[src/rtl/tng_pkg.sv]
// Package for the three-tone noise sound generator: widths, register codes,
// shared structs and the noise pattern table. No dependencies.

package tng_pkg;

  localparam int unsigned CTRL_W     = 8;
  localparam int unsigned VOL_W      = 4;
  localparam int unsigned STEP_W     = 9;
  localparam int unsigned VOLWORD_W  = VOL_W + STEP_W;
  localparam int unsigned CNT_W      = 10;
  localparam int unsigned NUM_CH     = 4;
  localparam int unsigned NUM_TONE   = 3;
  localparam int unsigned POS_W      = 13;
  localparam int unsigned SAMPLE_W   = 15;
  localparam int unsigned CFG_IDX_W  = 3;
  localparam int unsigned CFG_DATA_W = 9;

  localparam int unsigned NOISE_PERIOD = 8191;
  localparam int unsigned HIT_VALUE    = 'h80;
  localparam int unsigned SAMPLE_MAX   = 31139;

  // Divider pre-shift for low, mid, high tone and noise channels.
  localparam int unsigned PRE_SHIFT [NUM_CH] = '{2, 1, 0, 1};

  typedef enum logic [CFG_IDX_W-1:0] {
    REG_LOW_TONE      = 3'd0,
    REG_MID_TONE      = 3'd1,
    REG_HIGH_TONE     = 3'd2,
    REG_NOISE         = 3'd3,
    REG_MASTER_VOLUME = 3'd4,
    REG_VOLUME_STEP   = 3'd5
  } cfg_reg_e;

  typedef struct packed {
    logic [NUM_CH-1:0][CTRL_W-1:0] ctrl;
    logic [VOL_W-1:0]              master_volume;
    logic [STEP_W-1:0]             volume_step;
  } cfg_t;

  typedef struct packed {
    logic [NUM_TONE-1:0] tone_bits;
    logic [POS_W-1:0]    noise_pos;
  } chan_next_t;

  // Noise pattern, eight bytes per row. The first byte of a row sits in the
  // top eight bits, so the bit for a position is {~pos[5:3], pos[2:0]}.
  function automatic logic [63:0] noise_row(input logic [6:0] row);
    logic [63:0] r;
    case (row)
      7'd0:   r = 64'h071e1e1c1c3e3c38;
      7'd1:   r = 64'h78f87c1e1f8f0707;
      7'd2:   r = 64'hc1c0e0f1e0f0e3e1;
      7'd3:   r = 64'hc0e0787e3c38e0e1;
      7'd4:   r = 64'hc3c387c7071e1c1f;
      7'd5:   r = 64'h0e0e1e0e0f0fc3c3;
      7'd6:   r = 64'hf1e1e3c1e3c3c3fc;
      7'd7:   r = 64'h3c1e0f83c3c1c1c3;
      7'd8:   r = 64'hc3c78787c70f0e3c;
      7'd9:   r = 64'h7c783c3c3c383e1c;
      7'd10:  r = 64'h7c1e3c0f0e3e78f0;
      7'd11:  r = 64'hf0e0e1f1c1c3c7c3;
      7'd12:  r = 64'he1f1e0e1f0f1e3c0;
      7'd13:  r = 64'hf0e0f870e38787c0;
      7'd14:  r = 64'hf0e0f1e1e1c78387;
      7'd15:  r = 64'h838f8787c783c383;
      7'd16:  r = 64'hc3f1e1c3c781cf87;
      7'd17:  r = 64'h0387c7c78783e1c3;
      7'd18:  r = 64'h07c387870787c387;
      7'd19:  r = 64'h83e1c3c7c387878f;
      7'd20:  r = 64'h0f87870fcf1f878e;
      7'd21:  r = 64'h0e0781c3e3c1e0f0;
      7'd22:  r = 64'he0e3838707878e1e;
      7'd23:  r = 64'h0f07878f1f0787c1;
      7'd24:  r = 64'hf0e1e1e3c70f038f;
      7'd25:  r = 64'h870e1e1e0f87870f;
      7'd26:  r = 64'h871f0fc3c3f0f8f0;
      7'd27:  r = 64'h70f1f0f0e1f0e078;
      7'd28:  r = 64'h7c787c7071e1e1c3;
      7'd29:  r = 64'hc3c7871c3c3c1c3c;
      7'd30:  r = 64'h7c1e1e1e1c3c78f8;
      7'd31:  r = 64'hf8e1c3871e1e3c3e;
      7'd32:  r = 64'h0f0f871f8e0f0f8e;
      7'd33:  r = 64'h1e1e1e1e0f0f8f87;
      7'd34:  r = 64'h87c383c1e1c3c1c3;
      7'd35:  r = 64'hc78f0f0f0f0f83c7;
      7'd36:  r = 64'hc3c1e1e0f83e3c3c;
      7'd37:  r = 64'h3c3c3c783e1e1e1e;
      7'd38:  r = 64'h0f0f0f1e0e1e1e0f;
      7'd39:  r = 64'h0f871f87871c3e1f;
      7'd40:  r = 64'h0f0f8e3e0e3e1e1c;
      7'd41:  r = 64'h3c7cfc3878783878;
      7'd42:  r = 64'h70f87c1e3c3c30f1;
      7'd43:  r = 64'hf07070e0f8f0f878;
      7'd44:  r = 64'h7871e1f0e3c1f071;
      7'd45:  r = 64'he3c7878e3e0e1e3e;
      7'd46:  r = 64'h0f07870c3e0f870f;
      7'd47:  r = 64'h1e3c3c3878f1e7c3;
      7'd48:  r = 64'hc3c78e3c38f0e07e;
      7'd49:  r = 64'h1e3e0e0f0f0f03c3;
      7'd50:  r = 64'hc3c7871f0e1e1c3c;
      7'd51:  r = 64'h3c0f0707c7c78787;
      7'd52:  r = 64'h8f0fc0f0f860f0f0;
      7'd53:  r = 64'he1e3e3c3c3c3870f;
      7'd54:  r = 64'h878e1e1e3f1e0e1c;
      7'd55:  r = 64'h3c7e1e3c38787878;
      7'd56:  r = 64'h38783ce1e38f1f1c;
      7'd57:  r = 64'h78707e0f8707c3c7;
      7'd58:  r = 64'h0f1e3c0e0f0e1e03;
      7'd59:  r = 64'hf0f0f1e3c1c7c0e1;
      7'd60:  r = 64'he1e1e1e070e1f078;
      7'd61:  r = 64'h70e3c70fc1e1e3c3;
      7'd62:  r = 64'hc0f0fc1c3c70f870;
      7'd63:  r = 64'hf8783c70f078707c;
      7'd64:  r = 64'h7c3c381e3e3c7e07;
      7'd65:  r = 64'h83c7c1c1e1c3c3c3;
      7'd66:  r = 64'he1e1f0787c3e0f1f;
      7'd67:  r = 64'h078f0f8387c1e3e3;
      7'd68:  r = 64'hc3c3e1f0f8f03c7c;
      7'd69:  r = 64'h3c0f8e0e1f1f0e3c;
      7'd70:  r = 64'h38787070f0f0f870;
      7'd71:  r = 64'h7078383c70e0f078;
      7'd72:  r = 64'hf1f0783e3c0f070e;
      7'd73:  r = 64'h3e1e3f1e0e0f8787;
      7'd74:  r = 64'h070f07c78f0f871e;
      7'd75:  r = 64'h1e1f1e1e3c1e1c3e;
      7'd76:  r = 64'h0f03c381e0f0fc38;
      7'd77:  r = 64'h3c3e0e1e1c7c1e1f;
      7'd78:  r = 64'h0e3e1c78787c1e3e;
      7'd79:  r = 64'h1e3c1f0f1f0f0f8f;
      7'd80:  r = 64'h1c3c78f8f0f870f0;
      7'd81:  r = 64'h78783c3c783c1f0f;
      7'd82:  r = 64'h07861c1e1c1e1e1f;
      7'd83:  r = 64'h03c3c78e3c3c1c18;
      7'd84:  r = 64'hf0e1c3e1c1e1e3c3;
      7'd85:  r = 64'hc3e3c3838783870f;
      7'd86:  r = 64'h0707e1e1e07c7838;
      7'd87:  r = 64'h78783c1f0f8f0e07;
      7'd88:  r = 64'h0f0783c3c381f0f8;
      7'd89:  r = 64'hf1e0e3c71c3e1e0f;
      7'd90:  r = 64'h0fc3f0f0e383c3c7;
      7'd91:  r = 64'h070f0f0f0f0f0787;
      7'd92:  r = 64'h0f0f0e0f0f1e0f0f;
      7'd93:  r = 64'h8787878fc7c78383;
      7'd94:  r = 64'hc3c78f8707c38e1e;
      7'd95:  r = 64'h383e3c387c1f1c38;
      7'd96:  r = 64'h3c787c1e1c3c3f1e;
      7'd97:  r = 64'h0e3e1c3c1f0f07c3;
      7'd98:  r = 64'he3838781c1e3cf0e;
      7'd99:  r = 64'h0f1e3e1e1f0f8fc3;
      7'd100: r = 64'h870e03f0f070e0e1;
      7'd101: r = 64'he1c78e0f0f1e0e1e;
      7'd102: r = 64'h1f1c78f0f1f1e0f1;
      7'd103: r = 64'he1e1e0e0f1c1f071;
      7'd104: r = 64'he1c383c783e1e1f8;
      7'd105: r = 64'h70f0f0f0f0f070f8;
      7'd106: r = 64'h707061e0f0e1e078;
      7'd107: r = 64'h71e0f0f8381e1c38;
      7'd108: r = 64'h70f86078383c3f1f;
      7'd109: r = 64'h0f1f0f1f87878387;
      7'd110: r = 64'h83e1e1f078f1f070;
      7'd111: r = 64'h383870e0e3c0e0f8;
      7'd112: r = 64'h7878f838f1e1e1c3;
      7'd113: r = 64'h87870e1e1f0e0e0f;
      7'd114: r = 64'h0f87c3870783c0f0;
      7'd115: r = 64'h383c3c38f0fc3e1e;
      7'd116: r = 64'h1c1c3870f0f1e0f0;
      7'd117: r = 64'he0e0f1e3e0e1f0f0;
      7'd118: r = 64'h787c783c78783878;
      7'd119: r = 64'h78787870e38383e0;
      7'd120: r = 64'hc3c1e1c1c1c1e3c3;
      7'd121: r = 64'hc71e0e1f1e1e0f0f;
      7'd122: r = 64'h0e0e0e078387870e;
      7'd123: r = 64'h078f0f0f0f0e1c70;
      7'd124: r = 64'he1e071c18383870f;
      7'd125: r = 64'h1e1878787c3e1c38;
      7'd126: r = 64'hf0e1e07870383c3e;
      7'd127: r = 64'h1e3c1e1c703c383f;
      default: r = '0;
    endcase
    return r;
  endfunction

endpackage

[src/rtl/tng_channels.sv]
// Divider counters, tone shift registers and noise position of the generator.
// Depends on tng_pkg; advances one tick per accepted item.

module tng_channels
  import tng_pkg::*;
(
  input  logic       clk_i,
  input  logic       rst_ni,
  input  logic       tick_i,
  input  cfg_t       cfg_i,
  output chan_next_t next_o
);

  logic [NUM_CH-1:0][CNT_W-1:0]   cnt_q, cnt_d;
  logic [NUM_CH-1:0]              fire;
  logic [NUM_TONE-1:0][CTRL_W-1:0] shft_q, shft_d;
  logic [POS_W-1:0]               pos_q, pos_d;

  for (genvar g = 0; g < NUM_CH; g++) begin : g_div
    localparam int unsigned SH = PRE_SHIFT[g];
    logic [CNT_W-1:0] cnt_inc;
    logic [CNT_W-1:0] reload;

    assign cnt_inc = cnt_q[g] + CNT_W'(1);
    assign reload  = CNT_W'(cfg_i.ctrl[g][CTRL_W-2:0]) << SH;
    assign fire[g] = ((cnt_inc >> SH) == CNT_W'(HIT_VALUE));

    always_comb begin
      cnt_d[g] = cnt_q[g];
      if (tick_i) begin
        cnt_d[g] = fire[g] ? reload : cnt_inc;
      end
    end
  end

  always_comb begin
    for (int t = 0; t < NUM_TONE; t++) begin
      shft_d[t] = shft_q[t];
      // The fed-back bit is the inverted top bit, gated by the enable bit.
      if (tick_i && fire[t]) begin
        shft_d[t] = {shft_q[t][CTRL_W-2:0],
                     ~shft_q[t][CTRL_W-1] & cfg_i.ctrl[t][CTRL_W-1]};
      end
    end
  end

  always_comb begin
    pos_d = pos_q;
    if (tick_i && fire[NUM_CH-1]) begin
      pos_d = (pos_q == POS_W'(NOISE_PERIOD - 1)) ? '0 : pos_q + POS_W'(1);
    end
  end

  always_ff @(posedge clk_i or negedge rst_ni) begin
    if (!rst_ni) begin
      cnt_q  <= '0;
      shft_q <= '0;
      pos_q  <= '0;
    end else begin
      cnt_q  <= cnt_d;
      shft_q <= shft_d;
      pos_q  <= pos_d;
    end
  end

  always_comb begin
    for (int t = 0; t < NUM_TONE; t++) begin
      next_o.tone_bits[t] = shft_d[t][0];
    end
    next_o.noise_pos = pos_d;
  end

  a_pos_in_range: assert property (@(posedge clk_i) disable iff (!rst_ni)
    pos_q != POS_W'(NOISE_PERIOD))
    else $error("noise position left its period");

  a_idle_holds: assert property (@(posedge clk_i) disable iff (!rst_ni)
    !tick_i |=> ($stable(pos_q) && $stable(shft_q) && $stable(cnt_q)))
    else $error("channel state moved without a tick");

endmodule

[config.mk]
export PLATFORM = sky130hd
export DESIGN_NAME = tng_channels
export DESIGN_NICKNAME = d
export VERILOG_FILES = /design/src/rtl/tng_pkg.sv /design/src/rtl/tng_channels.sv
export SDC_FILE = /design/constraint.sdc
export NUM_CORES = 1
export LEC_CHECK = 0
export BUFFER_PORTS_ARGS = -buffer_cell sky130_fd_sc_hd__buf_2
export CAP_MARGIN = 25
export CORE_MARGIN = 3
export CORE_UTILIZATION = 52
export CTS_BUF_LIST = sky130_fd_sc_hd__clkbuf_16
export CTS_CLUSTER_DIAMETER = 120
export DETAILED_ROUTE_END_ITERATION = 12
export HOLD_SLACK_MARGIN = 0.08
export PLACE_DENSITY = 0.77
export SYNTH_ARGS = -nofsm -noshare
export SYNTH_HDL_FRONTEND = slang
export SYNTH_SLANG_ARGS = --single-unit
[constraint.sdc]
create_clock -name clk_i -period 2.8 [get_ports clk_i]
set_clock_uncertainty 0.05 [all_clocks]
set_input_delay 0.56 -clock clk_i [delete_from_list [all_inputs] [get_ports clk_i]]
set_output_delay 0.56 -clock clk_i [all_outputs]
set_load 0.1 [all_outputs]
==> flow_metrics.tcl <==
set metrics [dict create \
    area_growth_pct 44.3 \
    finalSetupViolations 16 \
    min_period_ps 3250 \
    ys.flop_type "dfrtp_1" \
    synth_area_leaders "dfrtp_1 44%, mux2_2 4.9%, nand2_1 3.7%, o21ai_0 3.0%, nor2_1 2.8%" \
    cap_viol_max_count 0 \
    cp.required_ps 2190 \
    p_switching_w 0.00144 \
    cts_buffers 9 \
    initial_utilization 0.550 \
    switching_share 0.344 \
    synth_edf_count 0 \
    grt_overflow 0 \
    path_max_fanout 4 \
    fin_ws_ps -452 \
    crit_type "reg -> out" \
    yosysTopAreaCell "dfrtp_1" \
    endpoint_kind "output port" \
    grt_pass1_wl_microns 19100 \
    synth_top_area_share 0.442 \
    io_buffers 49 \
    routedWlPerCell_microns 17.7 \
    p_int_w 0.00276 \
    clkPwrFrac 0.289 \
    maxSlewHeadroom 0.684 \
    num_antenna_cells 0 \
    drive_gt1_frac 0.428 \
    max_slew.worst_pin.slew_ps 473 \
    vias 4071 \
    cts.sinks 77 \
    cp.arrival_ps 2640 \
    synthCells 455 \
    io_pins 64 \
    r2r-start "cnt_q[1]$_DFFE_PN0P_" \
    fp.coreArea_sq_mm 0.00793 \
    dieArea_sq_mm 0.00952 \
    failed_checks "negative setup slack" \
    drv_slew 0 \
    dr.pass1.iters 5 \
    status "finished with violations" \
    ys_ff_latch 77 \
    routed_wl_microns 12100 \
    syn_nets 509 \
    reg2regPathDepth 15 \
    tns_ps -5540 \
    leakage_nw 2.94 \
    grt_max_degree 45 \
    cts_tree "built" \
    num_rows 32 \
    cts-htree-levels 3 \
    gp_congestion 0.847 \
    power_frac_seq 0.365 \
    rrSetupSlack_ps 30 \
    syn_area_per_cell_sq_um 9.59 \
    fp.dieH_microns 97.6 \
    routed_via_density 5.97 \
    grt_pass1_vias 4079 \
    grt.total_usage 0.242 \
    hold_ws_ps 134 \
    drtIter0Drc 228 \
    powerDensity_mw_per_mm2 667 \
    fin_nets 629 \
    timing.rr.end "cnt_q[6]$_DFFE_PN0P_" \
    min-delay-path-class "in -> async" \
    start_kind "register" \
    clk_path_buf_depth 2 \
    pre_cts_ws_ps -163 \
    drc_errors 0 \
    worstSkewPairLatency_ps 330 \
    synth-warning-count 0 \
    dp_hpwl_microns 7130 \
    clk_pin_slew_ps 60 \
    ys_types 64 \
    postSynth.asyncResetShare 1.00 \
    p_comb_frac 0.346 \
    period_share 1.16 \
    ant_nets 0 \
    clock-root-buffer "clkbuf_16" \
    ys_seq_area_frac 0.442 \
    rsz0062_at_grt "true" \
    hold_viol_final 0 \
    antenna_found_initial 0 \
    syn-cell-area_sq_mm 0.00436 \
    timing.fmax_ghz 0.307 \
    die_w_microns 97.6 \
    vdd.ir_drop.worst_v 0.000468 \
]
per-stage QoR:
stage	util	total power [W]	std cells	area [sq um]
CTS	0.776	0.00403	675	6150
detailed placement	0.692	0.00258	634	5480
finish	0.794	0.00420	682	6290
global placement	0.692	0.00252	634	5480
floorplan	-	0.00221	455	4590
global route	0.794	0.00441	682	6290
what timing repair did:
action                                  in CTS  in global routing
hold buffers                                 0                  0
endpoints found under the setup margin      16                 17
setup buffers                               25                  7
gates resized for setup                     44                 24
pin swaps                                   16                 10
layout make-up:
cell class	count	area, sq um
multi-input cells	341	2700
flip-flops and latches	77	1940
fillers	467	1630
repair buffers	135	1170
clock buffers	9	225
well taps	102	128
clock inverters	7	87.6
inverters	11	41.3
synth_stat cells (3+ instances only):
library cell,number
nor3_1,8
nand3_1,24
ha_1,6
nor4_1,5
and4_1,4
nand4_1,17
nor2b_1,9
mux2i_1,4
xnor2_1,10
and2_1,8
and3_1,9
inv_1,11
nand2_1,43
buf_2,8
mux2_2,19
or3_1,3
o31ai_1,6
o22ai_1,3
nor2_1,33
a41oi_1,4
a31oi_1,5
clkbuf_1,15
mux2_4,8
xor2_1,12
o2bb2ai_1,4
a21oi_1,24
o21ai_0,26
a21o_1,4
dfrtp_1,77
a211o_1,3
a31o_2,3
worst max-delay path, cell delays in order, from the launching register on:
cell and delay, ps:
dfrtp_1 410, ha_4 190, and2_4 150, a21o_1 200, a2111oi_4 330, buf_4 180
and4_4 250, buf_6 130, o211ai_1 100, o2bb2ai_2 180, buf_12 180
flip-flops by register name, summed over array words and instances (netlist names):
name    cells
cnt_q      40
pos_q      13
shft_q     24
metal layers:
layer  vias to the layer above  routed length [microns]  global-route usage
li1                       1902                        -                   -
met1                      1976                     4820               0.297
met2                       163                     6230               0.416
met3                        30                      646              0.0531
met4                         0                      353              0.0895
met5                         -                        0                   0
worst max path at each step:
stage	to	from	slack, ps	depth (start not counted)
after floorplan	next_o[9]	cnt_q[30]$_DFFE_PN0P_	-640	7
after global placement	next_o[9]	cnt_q[31]$_DFFE_PN0P_	-90	9
after detailed placement	next_o[9]	cnt_q[31]$_DFFE_PN0P_	-160	9
after CTS	next_o[7]	cnt_q[31]$_DFFE_PN0P_	-430	8
after global routing	next_o[12]	cnt_q[31]$_DFFE_PN0P_	-550	10
final	next_o[12]	cnt_q[31]$_DFFE_PN0P_	-450	10
cell families after synthesis:
| logic type | count (synthesis) | share of synthesized area |
|---|---|---|
| and+or+nand+nor | 182 | 0.221 |
| AOI/OAI and AO/OA | 100 | 0.153 |
| DFF | 77 | 0.442 |
| buffers and inverters | 37 | 0.0367 |
| muxes | 31 | 0.0858 |
| xor gates and xnor gates | 22 | 0.0442 |
| adders and majority gates | 6 | 0.0172 |
cells in the final DEF (no fill, tap or decap), drive strengths merged, types with 2 or more instances in the layout:
master / count
mux2: 27
mux2i: 4
nor4: 5
buf: 135
a31o: 3
a31oi: 5
and2: 8
nor4b: 2
clkbuf: 9
o21ai: 26
or2: 3
a21oi: 24
and3b: 2
dfrtp: 77
o2bb2ai: 4
and3: 10
o31ai: 6
nand2: 43
o41ai: 2
ha: 6
nor3: 10
xor2: 12
a211o: 3
nor2: 34
a41oi: 4
inv: 16
a21o: 4
nand3: 25
xnor2: 10
and4: 4
nor3b: 2
o22ai: 3
or3: 3
nor2b: 9
nand4: 18
o21a: 2
power by group through the flow:
stage,Clock (W),Combinational [W],Sequential (W)
after floorplan,0,0.000751,0.00146
after global placement,0,0.00101,0.00151
after detailed placement,0,0.00106,0.00152
after CTS,0.00123,0.00129,0.00151
after global routing,0.00130,0.00156,0.00156
final,0.00121,0.00145,0.00153
(Power assumes the default switching activity.)
